`config.mk`:
```
export PLATFORM = sky130hd
export DESIGN_NAME = fsc_ratio
export DESIGN_NICKNAME = d
export VERILOG_FILES = /design/src/rtl/core/fsc_pkg.sv /design/src/rtl/core/fsc_ratio.sv
export SDC_FILE = /design/constraint.sdc
export NUM_CORES = 2
export LEC_CHECK = 0
export ABC_CLOCK_PERIOD_IN_PS = 3100
export BUFFER_PORTS_ARGS = -buffer_cell sky130_fd_sc_hd__buf_4
export CORE_MARGIN = 2
export CORE_UTILIZATION = 50
export DETAILED_ROUTE_END_ITERATION = 8
export GPL_TIMING_DRIVEN = 0
export PLACE_DENSITY = 0.68
export REMOVE_ABC_BUFFERS = 1
export SLEW_MARGIN = 10
export SYNTH_ARGS = -nofsm -noshare
export SYNTH_HDL_FRONTEND = slang
export SYNTH_SLANG_ARGS = --single-unit
```
`constraint.sdc`:
```
create_clock -name clk -period 3.1 [get_ports clk]
set_input_delay 0.62 -clock clk [delete_from_list [all_inputs] [get_ports clk]]
set_output_delay 0.62 -clock clk [all_outputs]
set_load 0.05 [all_outputs]
```
`src/rtl/core/fsc_pkg.sv`:
```
// ----------------------------------------------------------------------------
// fsc_pkg
// Shared constants, constant helpers and stage payload types for the
// fixed-point sine/cosine unit.
// ----------------------------------------------------------------------------
`default_nettype none

package fsc_pkg;

	// constants in millionths, scaled to the fixed-point format by fix_const
	localparam logic [63:0] HPI_MICRO   = 64'd1570796;
	localparam logic [63:0] PI_MICRO    = 64'd3141593;
	localparam logic [63:0] TWOPI_MICRO = 64'd6283185;
	localparam logic [63:0] PISQ_MICRO  = 64'd9869604;

	// quotient bits resolved per divider stage
	localparam int DIV_BITS_PER_STAGE = 2;

	function automatic logic [31:0] fix_const(input logic [63:0] micro, input int unsigned fb);
		logic [63:0] scaled;
		scaled = (micro << fb) / 64'd1000000;
		return scaled[31:0];
	endfunction

	// reduced angle leaving the range reduction
	typedef struct packed {
		logic [31:0] r;
		logic        flip;
	} fsc_red_t;

	// operands of the final division
	typedef struct packed {
		logic [31:0] mag;
		logic [31:0] den;
		logic        neg;
	} fsc_rat_t;

endpackage

`default_nettype wire

```
`src/rtl/core/fsc_ratio.sv`:
```
// ----------------------------------------------------------------------------
// fsc_ratio
// Three-stage square and numerator/denominator build of the rational
// approximation.
// ----------------------------------------------------------------------------
`default_nettype none

module fsc_ratio
	import fsc_pkg::*;
#(
	parameter int FRAC_BITS = 16
) (
	input  wire logic     clk,
	input  wire logic     arst_n,
	input  wire logic     en,
	input  wire logic     in_valid,
	input  wire fsc_red_t in_data,
	output logic          out_valid,
	output fsc_rat_t      out_data
);

	localparam logic [31:0] K_PISQ = fix_const(PISQ_MICRO, FRAC_BITS);

	logic        v_s1, v_s2, v_s3;
	logic [63:0] sq_s1;
	logic        flip_s1, flip_s2;
	logic [31:0] num_s2, den_s2;
	fsc_rat_t    rat_s3;
	logic [31:0] r2;

	// square is never negative, so the arithmetic shift is a plain select
	assign r2 = sq_s1[FRAC_BITS +: 32];

	always_ff @(posedge clk or negedge arst_n) begin
		if (!arst_n) begin
			v_s1 <= 1'b0;
			v_s2 <= 1'b0;
			v_s3 <= 1'b0;
		end else if (en) begin
			v_s1 <= in_valid;
			v_s2 <= v_s1;
			v_s3 <= v_s2;
		end
	end

	always_ff @(posedge clk) begin
		if (en) begin
			sq_s1   <= 64'($signed(in_data.r)) * 64'($signed(in_data.r));
			flip_s1 <= in_data.flip;

			num_s2  <= K_PISQ - {r2[29:0], 2'b00};
			den_s2  <= K_PISQ + r2;
			flip_s2 <= flip_s1;

			rat_s3.mag <= num_s2[31] ? 32'd0 - num_s2 : num_s2;
			rat_s3.den <= den_s2;
			rat_s3.neg <= num_s2[31] ^ flip_s2;
		end
	end

	assign out_valid = v_s3;
	assign out_data  = rat_s3;

endmodule

`default_nettype wire

```
==> impl_results.md <==
* Via Count at 20.4k
* Final standard cell count with taps included and fillers excluded at 3971
* Reg clk slew, reported paths at 0.07 ns
* Critical-path maximum fanout at 5
* Number of warnings issued by yosys at 0
* Detailed Route WL at 80500 microns
* Minimum clock period at 7.15 ns
* Most frequent cells in the layout: inv_1 (870), fa_1 (727), nand2_1 (247)
* Slew @ Worst Pin at 0.686 ns
* Relative slew slack at 53.9%
* Maximum clock frequency at 0.140 GHz
* Buffer levels on the longest clock path at 2
* Final setup margin at -4.05 ns
* Violations in the final reports: setup timing
* Post-synthesis cell type with the largest combined area: fa_1
* Area share of the leading cell type in the synthesized netlist at 49.6%
* Htree depth at 4
* Initial Utilization at 50.5%
* TritonRoute pass-1 iters at 6
* Cell types occupying the most area after synthesis: fa_1 (50%), edfxtp_1 (15%), inv_1 (11%), ha_1 (6.8%), and2_1 (3.7%)
* Total GRT Usage at 26.6%
* Hold-critical path depth at 1
* DRC viols at 0
* Nature of the critical path startpoint: input pin
* Worst setup path startpoint: in_data[7]
* Gate count of the mapped netlist at 2957
* Status: finished, violations left
* Max-cap viol count at 0
* Post-Syn Area at 0.0312 sq mm
* Critical register-to-register path endpoint: den_s2[28]$_DFFE_PP_
* Average cell area after synthesis at 10.5 sq um
* Number of max-slew violations in the final report at 0
* Count of distinct cell types in the synthesized netlist at 62
* Overflow left after global routing at 0
* Fraction of layout instances using a drive strength above 1 at 16.5%
* Worst EP required at 3.29 ns
* Sinks on the clock net at 161
* Clock tree from TritonCTS: built
* Arrival time worst endpoint at 7.34 ns
* Filler instances at 4961
* Routed length per instance at 20.3 microns
* Top Ports at 103
* Final Wtd Congestion at 0.896
* I/O Buffers at 100
* Cell area after placement at 0.0327 sq mm
* Final non-filler cell area at 0.0367 sq mm
* Synthesis-stage register bit count at 161
* Clock insertion delay at the later pin of the skew report at 0.45 ns
* Vias per Instance at 5.14
* Estimated wirelength of the detail-placed design at 54000 microns
* Final-report setup violation count at 32
* CP max stage delay at 0.51 ns
* Crit path top cell by count: fa_1
* Setup repair after global routing missed its margin: true
* Maximum number of pins on one net before global-route repair at 96
* Hold_ws at 0.367 ns
* Worst setup path end: sq_s1[35]$_DFFE_PP_
* Area growth syn-to-layout at 17.8%
* Count of flip-flops with a built-in enable after synthesis at 158
* Worst min-delay path class: in -> reg
* Start-to-end type of the worst setup path: in -> reg
* Global-route wire length before repair at 127000 microns
* Most frequently used flop master after synthesis: edfxtp_1
* Area of the core region at 0.0617 sq mm
* Cts bufs inserted at 17
* R2r worst-path depth at 10
* Final setup skew at 0.0162 ns
* Setup slack of the worst register-to-register path at 0.18 ns
* Critical path's slowest cell: fa_1
* Hold violation total from the final report at 0
* Placed Instances at 3797
* Placement row count at 91
* Clk Tree Root Cell: clkbuf_16
* Violation count after the first detailed-routing iteration at 1041
* Number of nets in the layout at 4099
* Final clock period utilization by the worst path at 231%
* Share of the core filled with cells in the final layout at 59.5%
* Residual antenna-violating net count after detailed routing at 0
* Startpoint of the most critical register-to-register path: sq_s1[19]$_DFFE_PP_
* Fraction of the yosys area taken by sequential cells at 15.5%
* Die width at 254 microns
* Capturing element type of the critical path: flop
* Most common library cell in the layout ignoring fill and taps: inv_1
* Fraction of registers with async set or reset after synthesis at 1.86%
* DIE HEIGHT at 254 microns
* Vias in the first global route at 23.6k
* Initial antenna violation count at 4
* Total die area at 0.0644 sq mm
==> worst min path at each step <==
stage / to / startpoint / slack (ns)
after floorplan: out_valid$_DFFE_PN0P_ / arst_n / 0.32
after detailed placement: out_data[32]$_DFFE_PP_ / den_s2[31]$_DFFE_PP_ / 0.40
final: flip_s1$_DFFE_PP_ / in_data[0] / 0.37
after CTS: flip_s1$_DFFE_PP_ / in_data[0] / 0.32
after global placement: out_data[1]$_DFFE_PP_ / den_s2[0]$_DFFE_PP_ / 0.40
after global routing: flip_s1$_DFFE_PP_ / in_data[0] / 0.33
==> sequential cells by signal, indices dropped and copies added (netlist names) <==
| register | flops |
|---|---|
| num_s2 | 29 |
| v_s2 | 1 |
| sq_s1 | 32 |
| v_s1 | 1 |
| flip_s1 | 1 |
| out_data | 63 |
| den_s2 | 32 |
| flip_s2 | 1 |
| out_valid | 1 |
==> critical path: cells and delay by family <==
| kind | cells | cell delay, ns |
|---|---|---|
| AOI/OAI and AO/OA | 5 | 0.76 |
| adders and majority gates | 9 | 3.98 |
| buffers and inverters | 10 | 1.11 |
| and+or+nand+nor | 4 | 0.73 |
| xor gates and xnor gates | 1 | 0.13 |
==> layout make-up <==
cell class              instances  area (sq um)  area share [%]
multi-input cells            1788         23700            64.4
flip-flops and latches        161          4820            13.1
inverters                     908          3450            9.40
repair buffers                244          3160            8.59
well taps                     837          1050            2.85
clock buffers                  17           425            1.16
clock inverters                15           163           0.443
diodes                          1          2.50         0.00681
==> Yosys cell counts (7+ instances only) <==
library cell and count:
edfxtp_1 158, inv_1 907, nor2b_1 21, clkbuf_1 96, and2_1 185, xor2_1 62, o21a_1 7, a21oi_1 28
and3_1 8, nor3_1 7, fa_1 773, a21o_1 21, xnor2_1 86, o21ai_0 12, ha_1 169, nor2_1 49
nand2_1 262, nand3_1 14
==> timing repair <==
action / in CTS / in global routing
pin swaps: 135 / 95
buffers inserted: 92 / 24
setup endpoints to repair: 39 / 44
resized for setup: 305 / 93
hold endpoints to repair: 3 / 0
hold buffers: 1 / 0
cloned: 23 / 2
==> cell families after synthesis <==
family	Yosys count	synth area share, %
multiplexers	5	0.177
buffers and inverters	1009	12.2
other	2	0.0241
flip-flops	161	15.5
adder cells (fa/ha/maj)	942	56.4
XOR/XNOR	148	4.16
AO/OA/AOI/OAI	112	2.49
AND/OR/NAND/NOR	578	9.11
==> through the flow <==
step	setup WS, ns	TNS (ns)
finish	-4.05	-120.07
global route	-4.15	-123.76
CTS	-3.87	-113.38
detailed placement	-5.50	-157.76
global placement	-5.41	-154.98
floorplan	-4.00	-116.52
==> layer usage <==
layer	up-vias	global-route usage (%)	share of wire (%)
li1	8823	-	-
met1	10500	32.5	38
met2	825	44.7	49
met3	246	5.11	7.1
met4	2	14.3	6.6
met5	-	0	0.016
Power is left out: the tool's default activity adds up to more than one toggle a clock period on the data nets, which glitch-free logic cannot reach.
