## src/rtl/core/fsc_pkg.sv

```systemverilog
// ----------------------------------------------------------------------------
// fsc_pkg
// Shared constants, constant helpers and stage payload types for the
// fixed-point sine/cosine unit.
// ----------------------------------------------------------------------------
`default_nettype none

package fsc_pkg;

	// constants in millionths, scaled to the fixed-point format by fix_const
	localparam logic [63:0] HPI_MICRO   = 64'd1570796;
	localparam logic [63:0] PI_MICRO    = 64'd3141593;
	localparam logic [63:0] TWOPI_MICRO = 64'd6283185;
	localparam logic [63:0] PISQ_MICRO  = 64'd9869604;

	// quotient bits resolved per divider stage
	localparam int DIV_BITS_PER_STAGE = 2;

	function automatic logic [31:0] fix_const(input logic [63:0] micro, input int unsigned fb);
		logic [63:0] scaled;
		scaled = (micro << fb) / 64'd1000000;
		return scaled[31:0];
	endfunction

	// reduced angle leaving the range reduction
	typedef struct packed {
		logic [31:0] r;
		logic        flip;
	} fsc_red_t;

	// operands of the final division
	typedef struct packed {
		logic [31:0] mag;
		logic [31:0] den;
		logic        neg;
	} fsc_rat_t;

endpackage

`default_nettype wire

```

## src/rtl/core/fsc_div.sv

```systemverilog
// ----------------------------------------------------------------------------
// fsc_div
// Pipelined restoring divider: (mag << FRAC_BITS) / den, DIV_BITS_PER_STAGE
// quotient bits per stage, then sign applied to the truncated quotient.
// ----------------------------------------------------------------------------
`default_nettype none

module fsc_div
	import fsc_pkg::*;
#(
	parameter int FRAC_BITS = 16
) (
	input  wire logic     clk,
	input  wire logic     arst_n,
	input  wire logic     en,
	input  wire logic     in_valid,
	input  wire fsc_rat_t in_data,
	output logic          out_valid,
	output logic [31:0]   out_value
);

	// quotient magnitude stays below 2^(FRAC_BITS+4)
	localparam int NSTG = (FRAC_BITS + 8 + DIV_BITS_PER_STAGE - 1) / DIV_BITS_PER_STAGE;
	localparam int QW   = NSTG * DIV_BITS_PER_STAGE;

	logic          v_s   [NSTG+1];
	logic [31:0]   rem_s [NSTG+1];
	logic [QW-1:0] dsh_s [NSTG+1];
	logic [QW-1:0] quo_s [NSTG+1];
	logic [31:0]   den_s [NSTG+1];
	logic          neg_s [NSTG+1];
	logic [63:0]   dividend;

	assign dividend = {32'd0, in_data.mag} << FRAC_BITS;

	always_ff @(posedge clk or negedge arst_n) begin
		if (!arst_n) begin
			v_s[0] <= 1'b0;
		end else if (en) begin
			v_s[0] <= in_valid;
		end
	end

	always_ff @(posedge clk) begin
		if (en) begin
			rem_s[0] <= 32'(dividend >> QW);
			dsh_s[0] <= dividend[QW-1:0];
			quo_s[0] <= '0;
			den_s[0] <= in_data.den;
			neg_s[0] <= in_data.neg;
		end
	end

	for (genvar k = 1; k <= NSTG; k++) begin : g_stage
		logic [31:0]   nrem;
		logic [QW-1:0] ndsh;
		logic [QW-1:0] nquo;

		always_comb begin
			logic [31:0] cand;
			nrem = rem_s[k-1];
			ndsh = dsh_s[k-1];
			nquo = quo_s[k-1];
			for (int i = 0; i < DIV_BITS_PER_STAGE; i++) begin
				cand = {nrem[30:0], ndsh[QW-1]};
				ndsh = {ndsh[QW-2:0], 1'b0};
				if (cand >= den_s[k-1]) begin
					nrem = cand - den_s[k-1];
					nquo = {nquo[QW-2:0], 1'b1};
				end else begin
					nrem = cand;
					nquo = {nquo[QW-2:0], 1'b0};
				end
			end
		end

		always_ff @(posedge clk or negedge arst_n) begin
			if (!arst_n) begin
				v_s[k] <= 1'b0;
			end else if (en) begin
				v_s[k] <= v_s[k-1];
			end
		end

		always_ff @(posedge clk) begin
			if (en) begin
				rem_s[k] <= nrem;
				dsh_s[k] <= ndsh;
				quo_s[k] <= nquo;
				den_s[k] <= den_s[k-1];
				neg_s[k] <= neg_s[k-1];
			end
		end
	end

	logic [31:0] quo_ext;
	assign quo_ext   = 32'(quo_s[NSTG]);
	assign out_valid = v_s[NSTG];
	assign out_value = neg_s[NSTG] ? 32'd0 - quo_ext : quo_ext;

endmodule

`default_nettype wire

```

## config.mk

```make
export PLATFORM = sky130hd
export DESIGN_NAME = fsc_div
export DESIGN_NICKNAME = d
export VERILOG_FILES = /design/src/rtl/core/fsc_pkg.sv /design/src/rtl/core/fsc_div.sv
export SDC_FILE = /design/constraint.sdc
export NUM_CORES = 2
export LEC_CHECK = 0
export BUFFER_PORTS_ARGS = -buffer_cell sky130_fd_sc_hd__buf_2
export CORE_MARGIN = 2
export CORE_UTILIZATION = 65
export CTS_BUF_LIST = sky130_fd_sc_hd__clkbuf_8
export DETAILED_ROUTE_END_ITERATION = 8
export PLACE_DENSITY_LB_ADDON = 0.12
export SYNTH_ARGS = -nofsm -noshare
export SYNTH_HDL_FRONTEND = slang
export SYNTH_SLANG_ARGS = --single-unit
export TNS_END_PERCENT = 50
```

## constraint.sdc

```tcl
create_clock -name clk -period 7.8 [get_ports clk]
set_input_delay 0.78 -clock clk [delete_from_list [all_inputs] [get_ports clk]]
set_output_delay 0.78 -clock clk [all_outputs]
set_load 0.005 [all_outputs]
```

==> impl_results.md <==
* Status: finished, final reports clean
* All-Layer GR Usage at 0.317
* Final instance area at 78500 µm²
* Max_cap viols at 0
* Clock-pin slew on the worst setup and hold paths at around 0.06 ns
* Placeable Area at between 100000 and 150000 µm²
* RSZ-0062 raised after global routing: no
* Io pins at slightly above 100
* Multiplexer share of the synthesized area at 0.0629
* Syn_area_per_cell at roughly 10 µm²
* Syn. warnings at 0
* Final HPWL DP at roughly 150000 µm
* Most used DFF post-synth: edfxtp_1
* Most common cell after layout, fill and taps aside: edfxtp_1
* Final Setup Violations at 0
* Worst EP required at between 8 and 9 ns
* Chip Width at between 300 and 400 µm
* Arr. time, crit path at ~8.1 ns
* DR DRC count at 0
* TritonCTS buffer count at around 160
* Hold Crit Class: primary input to register
* Final Hold Fails at 0
* Clock skew at roughly 0.049 ns
* Period Utilization, post-route at 0.955
* Syn Nets at a little over 8k
* ANT nets after route at 0
* H-tree Lvls at 4
* P&R area growth vs syn at 8.19%
* Slew @ Worst Pin at between 1 and 1.5 ns
* CTS tree: yes
* Post-place instance area at 75300 µm²
* Post-Route Utilization at 0.710
* Die ar. at 114000 µm²
* Clk sinks at 951
* Adder-cell share of the synthesized area at 0.134
* Total grt overflow at 0
* Nets@finish at about 8.3k
* Max frequency at 134 MHz
* Post-synth EDFFs at between 900 and 1k
* Cell Rows at 122
* First-pass GRT wire length at ~300000 µm
* Synth Area in Compound Gates at 0.190
* Count of final max-slew check failures at 0
* Root buf cell: clkbuf_8
* Routability congestion estimate at 0.959
* Min Clock Period, post-route at between 7 and 8 ns
* Antenna violations before repair at 2
* Post-Route WL at 184000 µm
* Proportion of layout cells with a drive suffix above 1 at 0.118
* Clock Tree Buf Depth at 3
* Largest net degree at the start of global routing at approximately 170
* WS Path Type: register to register
* Die Y at between 300 and 400 µm
* Nature of the critical path endpoint: register
* DR vias/cell at 6.17
* Yosys reg bits at between 900 and 1k
* Routed len/inst at roughly 20 µm
* Commonest cells after routing, fill and taps aside: edfxtp_1, ha_1, a21oi_1, inv_1, o21ai_0
* Via Count at around 56k
* Relative slew slack at 0.254
* Iteration-0 DRC Markers at between 4k and 5k
* Seq/Total Area, Yosys at 0.392
* Sum Neg Setup Slack at 0 ns
* Vias in the first global route at between 50k and 60k
* Yosys cell types at 95
* DRT Pass-1 Iters at 8
* Crit Path Max Fanout at 12
* Post-synth ARST share at 0.0137
* Clock Latency Late Sink at just under 0.9 ns
* Largest family of logic cells by synthesized area: compound AO/OA/AOI/OAI gates
* Startpoint types: register
* Starting density of the core at 0.656
* XOR/XNOR Fraction of Synth Area at 0.0731
* Synthesized netlist cell count at between 7k and 8k
* Synthesized area at between 70000 and 80000 µm²
* Synth Area in Simple Gates at 0.109
* Port bufs at 101
==> flip-flops by register name (all words and copies together) (netlist names) <==
signal,count
v_s,12
rem_s,365
dsh_s,20
neg_s,13
out_valid,1
quo_s,156
den_s,384
==> final timing paths <==
kind                         startpoint           end  slack, ns  depth (start not counted)
min reg2reg                quo_s[1][12]  quo_s[1][38]       0.41                          0
min                         in_data[59]  rem_s[0][18]       0.08                          1
max                        den_s[4][33]  rem_s[5][29]       0.35                         23
max reg2reg                den_s[4][33]  rem_s[5][29]       0.35                         23
max in group asynchronous        arst_n        v_s[2]       7.24                          2
min in group asynchronous        arst_n     out_valid       0.33                          2
==> worst max-delay path, cell delays in order (launching register included) <==
cell and delay (ns):
edfxtp_1 0.45, inv_1 0.14, fa_1 0.45, a211o_1 0.31
a2111oi_0 0.37, or2_2 0.22, o211ai_1 0.24, and4_1 0.34
o31ai_1 0.44, a31oi_4 0.35, buf_4 0.28, mux2_2 0.30
ha_1 0.24, or4_1 0.51, o21ai_0 0.42, o311ai_0 0.23
buf_4 0.20, o21ai_0 0.37, o21ai_0 0.27, o221a_2 0.33
a41o_1 0.26, nor2_1 0.14, xnor2_1 0.08, mux2_2 0.26
==> cell type report <==
type	count	area [µm²]
Antenna cell	1	2.50
Clock buffer	164	2260
Clock inverter	128	988
Fill cell	8422	32100
Inverter	557	2090
Multi-Input combinational cell	5589	41500
Sequential cell	951	28500
Tap cell	1488	1860
Timing Repair Buffer	198	1380
==> kinds of logic after synthesis <==
logic type               Yosys count
AND/OR/NAND/NOR                 1646
multiplexers                     404
XOR/XNOR                         606
AO/OA/AOI/OAI                   2164
buffers and inverters            712
flip-flops                       951
adder cells (fa/ha/maj)          769
==> synth_stat cells, types with 39 or more instances <==
| cell type | n | area share |
|---|---|---|
| nand3_1 | 115 | 0.0079 |
| nand2_1 | 456 | 0.024 |
| mux2_2 | 375 | 0.058 |
| a211oi_1 | 70 | 0.0072 |
| nor2b_1 | 103 | 0.0089 |
| o21ai_0 | 467 | 0.032 |
| edfxtp_1 | 938 | 0.39 |
| xor2_1 | 194 | 0.023 |
| inv_1 | 549 | 0.028 |
| nor2_1 | 460 | 0.024 |
| or3_1 | 39 | 0.0034 |
| a21o_1 | 333 | 0.034 |
| o211ai_1 | 41 | 0.0042 |
| a21oi_1 | 657 | 0.045 |
| ha_1 | 753 | 0.13 |
| a31oi_1 | 72 | 0.0062 |
| nand4_1 | 83 | 0.0072 |
| xnor2_1 | 412 | 0.050 |
| nand2b_1 | 101 | 0.0087 |
| buf_2 | 42 | 0.0029 |
| o21a_1 | 119 | 0.012 |
| nor3_1 | 88 | 0.0061 |
| and3_1 | 58 | 0.0050 |
| o31ai_1 | 55 | 0.0057 |
| clkbuf_1 | 89 | 0.0046 |
| o21bai_1 | 54 | 0.0056 |
==> stage by stage <==
stage	cells	hold slack, ns	setup slack [ns]
2_1_floorplan	7252	0.400	1.39
3_3_place_gp	8782	0.400	0.344
3_5_place_dp	8782	0.405	0.344
4_1_cts	9075	0.0156	0.292
5_1_grt	9076	0.0406	0.000560
6_report	9076	0.0807	0.353
==> layer usage <==
metal  global-route usage  vias up  share of wire
met1                0.404    26600           0.42
li1                     -    27400              -
met3               0.0460      417          0.051
met4                0.136        0          0.045
met2                0.538     1560           0.48
met5                    0        -              0
==> repair_timing <==
action / CTS / global route
endpoints found under the hold margin: 13 / 0
setup buffers: 0 / 0
endpoints found under the setup margin: 0 / 31
hold buffers: 1 / 0
resized for setup: 0 / 3
Power is left out: the tool's default activity adds up to more than one toggle a clock period on the data nets, which glitch-free logic cannot reach.
