`config.mk`:
```
export PLATFORM = sky130hd
export DESIGN_NAME = fsc_reduce
export DESIGN_NICKNAME = d
export VERILOG_FILES = /design/src/rtl/core/fsc_pkg.sv /design/src/rtl/core/fsc_reduce.sv
export SDC_FILE = /design/constraint.sdc
export NUM_CORES = 2
export LEC_CHECK = 0
export BUFFER_PORTS_ARGS = -buffer_cell sky130_fd_sc_hd__buf_2
export CORE_MARGIN = 10
export CORE_UTILIZATION = 35
export DETAILED_ROUTE_END_ITERATION = 8
export PLACE_DENSITY_LB_ADDON = 0.3
export SYNTH_ARGS = -nofsm -noshare
export SYNTH_HDL_FRONTEND = slang
export SYNTH_SLANG_ARGS = --single-unit
```
`constraint.sdc`:
```
create_clock -name clk -period 9.6 [get_ports clk]
set_input_delay 1.92 -clock clk [delete_from_list [all_inputs] [get_ports clk]]
set_output_delay 1.92 -clock clk [all_outputs]
set_load 0.03 [all_outputs]
```
`src/rtl/core/fsc_pkg.sv`:
```
// ----------------------------------------------------------------------------
// fsc_pkg
// Shared constants, constant helpers and stage payload types for the
// fixed-point sine/cosine unit.
// ----------------------------------------------------------------------------
`default_nettype none

package fsc_pkg;

	// constants in millionths, scaled to the fixed-point format by fix_const
	localparam logic [63:0] HPI_MICRO   = 64'd1570796;
	localparam logic [63:0] PI_MICRO    = 64'd3141593;
	localparam logic [63:0] TWOPI_MICRO = 64'd6283185;
	localparam logic [63:0] PISQ_MICRO  = 64'd9869604;

	// quotient bits resolved per divider stage
	localparam int DIV_BITS_PER_STAGE = 2;

	function automatic logic [31:0] fix_const(input logic [63:0] micro, input int unsigned fb);
		logic [63:0] scaled;
		scaled = (micro << fb) / 64'd1000000;
		return scaled[31:0];
	endfunction

	// reduced angle leaving the range reduction
	typedef struct packed {
		logic [31:0] r;
		logic        flip;
	} fsc_red_t;

	// operands of the final division
	typedef struct packed {
		logic [31:0] mag;
		logic [31:0] den;
		logic        neg;
	} fsc_rat_t;

endpackage

`default_nettype wire

```
`src/rtl/core/fsc_reduce.sv`:
```
// ----------------------------------------------------------------------------
// fsc_reduce
// Eight-stage range reduction: angle modulo pi and modulo 2pi by
// reciprocal multiplication, giving the centered angle and the sign flip.
// ----------------------------------------------------------------------------
`default_nettype none

module fsc_reduce
	import fsc_pkg::*;
#(
	parameter int FRAC_BITS = 16
) (
	input  wire logic               clk,
	input  wire logic               arst_n,
	input  wire logic               en,
	input  wire logic               in_valid,
	input  wire logic               op,
	input  wire logic signed [31:0] angle,
	output logic                    out_valid,
	output fsc_red_t                out_data
);

	localparam logic [31:0] K_HPI   = fix_const(HPI_MICRO, FRAC_BITS);
	localparam logic [31:0] K_PI    = fix_const(PI_MICRO, FRAC_BITS);
	localparam logic [31:0] K_TWOPI = fix_const(TWOPI_MICRO, FRAC_BITS);
	localparam logic [63:0] ONE_W   = 64'd1 << FRAC_BITS;
	localparam logic [63:0] REC_PI_W    = (64'd1 << 32) / {32'd0, K_PI};
	localparam logic [63:0] REC_TWOPI_W = (64'd1 << 32) / {32'd0, K_TWOPI};
	localparam logic [63:0] CEIL_PI_W    = ({32'd0, K_PI} + ONE_W - 64'd1) >> FRAC_BITS;
	localparam logic [63:0] CEIL_TWOPI_W = ({32'd0, K_TWOPI} + ONE_W - 64'd1) >> FRAC_BITS;

	localparam logic [31:0] KMOD [2] = '{K_PI, K_TWOPI};
	localparam logic [31:0] KREC [2] = '{REC_PI_W[31:0], REC_TWOPI_W[31:0]};
	localparam logic [31:0] KCEIL [2] = '{CEIL_PI_W[31:0], CEIL_TWOPI_W[31:0]};

	logic        v_s1, v_s2, v_s3, v_s4, v_s5, v_s6, v_s7, v_s8;
	logic [31:0] x_s1;
	logic [31:0] xmag_s2, xmag_s3, xmag_s4;
	logic        xneg_s2, xneg_s3, xneg_s4, xneg_s5, xneg_s6;
	logic [31:0] qe_s3 [2];
	logic [31:0] qp_s4 [2];
	logic [31:0] b_s5 [2];
	logic [31:0] bc_s6 [2];
	logic [31:0] mod_s7 [2];
	fsc_red_t    red_s8;
	logic [63:0] rec_prod [2];

	always_comb begin
		for (int j = 0; j < 2; j++) begin
			rec_prod[j] = 64'(xmag_s2) * 64'(KREC[j]);
		end
	end

	always_ff @(posedge clk or negedge arst_n) begin
		if (!arst_n) begin
			v_s1 <= 1'b0;
			v_s2 <= 1'b0;
			v_s3 <= 1'b0;
			v_s4 <= 1'b0;
			v_s5 <= 1'b0;
			v_s6 <= 1'b0;
			v_s7 <= 1'b0;
			v_s8 <= 1'b0;
		end else if (en) begin
			v_s1 <= in_valid;
			v_s2 <= v_s1;
			v_s3 <= v_s2;
			v_s4 <= v_s3;
			v_s5 <= v_s4;
			v_s6 <= v_s5;
			v_s7 <= v_s6;
			v_s8 <= v_s7;
		end
	end

	always_ff @(posedge clk) begin
		if (en) begin
			// sine shifts by -pi/2 which cancels the +pi/2 of the cosine
			x_s1 <= op ? angle : angle + K_HPI;

			xneg_s2 <= x_s1[31];
			xmag_s2 <= x_s1[31] ? 32'd0 - x_s1 : x_s1;

			xneg_s3 <= xneg_s2;
			xmag_s3 <= xmag_s2;
			xneg_s4 <= xneg_s3;
			xmag_s4 <= xmag_s3;
			xneg_s5 <= xneg_s4;
			xneg_s6 <= xneg_s5;

			for (int j = 0; j < 2; j++) begin
				// quotient estimate, at most one short
				qe_s3[j]  <= rec_prod[j][63:32];
				qp_s4[j]  <= qe_s3[j] * KMOD[j];
				b_s5[j]   <= xmag_s4 - qp_s4[j];
				bc_s6[j]  <= (b_s5[j] >= KMOD[j]) ? b_s5[j] - KMOD[j] : b_s5[j];
				// negative angles: quotient rounds away from zero unless the
				// remainder is below one lsb of the scaled quotient
				mod_s7[j] <= !xneg_s6 ? bc_s6[j] :
				             (bc_s6[j] >= KCEIL[j]) ? KMOD[j] - bc_s6[j] : 32'd0 - bc_s6[j];
			end

			red_s8.r    <= mod_s7[0] - K_HPI;
			red_s8.flip <= $signed(mod_s7[1]) > $signed(K_PI);
		end
	end

	assign out_valid = v_s8;
	assign out_data  = red_s8;

endmodule

`default_nettype wire

```
==> impl_metrics.ini <==
[synthesis]
synthFlopType = edfxtp_1
synth-seq-cells = 438
synth_top_area_share_pct = 36.8
async_flop_share_pct = 1.83
synth.distinct_cells = 70
synth.cell_area_mm2 = 0.0351
ys_seq_area_share_pct = 37.4
synth.area.top_cells = edfxtp_1 37%, fa_1 16%, ha_1 14%, inv_1 6.7%, xnor2_1 5.3%
syn_avg_cell_area_um2 = 10.9
syn_nets = 3906
synth_cells = 3214
yosysMostFrequentCell = inv_1
synth_top_cell_by_area = edfxtp_1
synth-edff-count = 430
yosys_warnings = 0
synth_common_cells = 624 x inv_1, 430 x edfxtp_1, 379 x ha_1, 276 x fa_1, 212 x xnor2_1

[clocking]
ctsHoldBuffers = 0
numCtsBuffers = 50
cts-htree-levels = 2
clk_latency_ns = 0.62
cts_setup_buffers = 0
cts_tree = yes
clockBufferDepth = 3
cts_resized = 0
clock-sinks = 438
clkTransAtPathRegs_ns = 0.07
cts_root_buf = clkbuf_16

[min_path]
min_to = xneg_s6$_DFFE_PP_
worstHoldStart = xneg_s5$_DFFE_PP_
hold_depth = 0
hold_path_class = reg -> reg

[worst_setup_path]
worst_path_most_repeated_cell = fa_1
cp_num_buf_inv = 4
cp-end-kind = flip-flop
cp_top_family = adder cells
worstPathArrival_ns = 6.63
criticalPathCategory = reg -> reg
r2r_cells = 19
timing.rr.end = qe_s3[0][14]$_DFFE_PP_
slowest_delay_ns = 0.53
timing.rr.start = xmag_s2[21]$_DFFE_PP_
cpMaxStageDelayCell = fa_1
cp_max_fo = 5
path_cells = inv_1 > fa_1 > fa_1 > inv_1 > fa_1 > fa_1 > inv_1 > fa_1 > inv_1 > ha_1 > and3_1 > nand4_1 > a2111oi_0 > a2111o_1 > a21oi_1 > o21ai_0 > a21oi_1 > o21ai_0 > xnor2_1
r2r_setup_slack_ns = 3.34
crit_cells = 19
cp-start-kind = flip-flop
required_ns = 9.97

[global_route]
overflow = 0
first_global_vias = 22700
grt_max_degree = 140
grt_use_met1_pct = 17.5
antenna_found_initial = 1
track_usage_pct = 13.5
grt_pass1_wl_mm = 123
use_met2_pct = 23.0
grt.met3_usage_pct = 1.92
busiest_layer = met2

[sta]
setup_tns_ns = 0
period_share_pct = 65.2
slew_headroom_pct = 26.9
rsz0062_at_grt = false
whs_ns = 0.412
slew_viol_final = 0
tightest_slew_ns = 1.07
period_needed_ns = 6.26
clock.fmax_mhz = 160
finClkSkew_ns = 0.0254
hold_violations = 0
setup_viol = 0

[drt]
viasPerCell = 4.75
drtPass1Iterations = 5
wirelength_mm = 74.7
wl_per_cell_um = 16.1
num_vias = 22100
drtAntennaViolNets = 0
drc = 0
drt_iter0_drc = 1092

[final_layout]
fin_area_mm2 = 0.0387
fill_cells = 9743
nets = 4003
syn2layout_area_growth_pct = 10.2
multi_input_area_mm2 = 0.0195
drive_gt1_share_pct = 5.37
ff_latch_area_mm2 = 0.0131
antenna_cells = 0

[floorplanning]
fp.dieH_um = 337
fp.dieW_um = 337
num_rows = 116
start_util_pct = 35.1
io_pins = 71
coreArea_mm2 = 0.0999
die_area_mm2 = 0.113

[place]
routabilityCongestion = 0.888
dpl.hpwl_mm = 62.3
post_dp_cell_area_mm2 = 0.0370
io_buffers = 70

[status]
status = finished, final reports clean

[job]
drv_cap = 0
==> flip-flops by register name, indices dropped and copies added (netlist names) <==
signal	cells
xneg_s6	1
out_valid	1
v_s2	1
xmag_s3	32
xneg_s2	1
qp_s4	63
v_s7	1
v_s4	1
xmag_s4	32
bc_s6	64
b_s5	64
mod_s7	58
v_s5	1
v_s1	1
out_data	33
v_s6	1
xneg_s3	1
v_s3	1
xneg_s5	1
qe_s3	15
x_s1	32
xneg_s4	1
xmag_s2	32
==> final cells by class <==
cell class	instances	share of cell area, %
multi-input cells	2120	50.5
flip-flops and latches	438	33.9
inverters	624	6.06
well taps	1298	4.20
clock buffers	58	3.31
repair buffers	77	1.10
clock inverters	34	0.916
==> how the worst max path moves through the flow <==
| stage | startpoint | slack (ns) | end |
|---|---|---|---|
| CTS | xmag_s2[21]$_DFFE_PP_ | 3.26 | qe_s3[0][14]$_DFFE_PP_ |
| global placement | qe_s3[0][15]$_DFFE_PP_ | 3.24 | qp_s4[0][29]$_DFFE_PP_ |
| global route | xmag_s2[21]$_DFFE_PP_ | 2.98 | qe_s3[0][14]$_DFFE_PP_ |
| detailed placement | xmag_s2[21]$_DFFE_PP_ | 3.26 | qe_s3[0][14]$_DFFE_PP_ |
| floorplan | qe_s3[0][15]$_DFFE_PP_ | 4.04 | qp_s4[0][30]$_DFFE_PP_ |
| finish | xmag_s2[21]$_DFFE_PP_ | 3.34 | qe_s3[0][14]$_DFFE_PP_ |
==> kinds of logic after synthesis <==
family	share of synthesized area, %
compound gates	9.19
xor+xnor	7.99
fa+ha+maj	29.3
buf+inv	7.02
flops	37.4
mux	0.403
simple gates	8.78
==> per-stage QoR <==
step                      utilization (%)  cells  setup WS [ns]
after floorplan                         -   3214           4.04
after global placement               37.1   4557           3.24
after detailed placement             37.1   4557           3.26
after CTS                            38.7   4649           3.26
after global routing                 38.7   4649           2.98
final                                38.7   4649           3.34
==> layout by cell type (no fill, tap or decap), types with 25 or more instances in the layout <==
cell type,n
nand2_1,161
o21ai_0,118
xor2_1,108
o21a_1,25
a21o_1,59
inv_1,624
ha_1,379
buf_2,69
a21oi_1,139
nor3_1,62
nor2_1,162
nand4_1,26
edfxtp_1,430
xnor2_1,212
fa_1,276
nand3_1,46
clkbuf_16,50
==> worst reg2reg max path, cell delays in order, from the launching register on <==
cell       delay (ns)
edfxtp_1         0.44
inv_1            0.24
fa_1             0.48
fa_1             0.52
inv_1            0.05
fa_1             0.48
fa_1             0.49
inv_1            0.05
fa_1             0.53
inv_1            0.04
ha_1             0.34
and3_1           0.22
nand4_1          0.15
a2111oi_0        0.10
a2111o_1         0.41
a21oi_1          0.53
o21ai_0          0.32
a21oi_1          0.33
o21ai_0          0.16
xnor2_1          0.14
==> routing by layer <==
metal	routed length (um)	share of wire [%]
met1	34000	45
met2	35900	48
met3	2550	3.4
met4	2310	3.1
met5	0	0
Power is not shown: default switching activity piles up to over one toggle a cycle in this logic, so the estimate is an artifact.
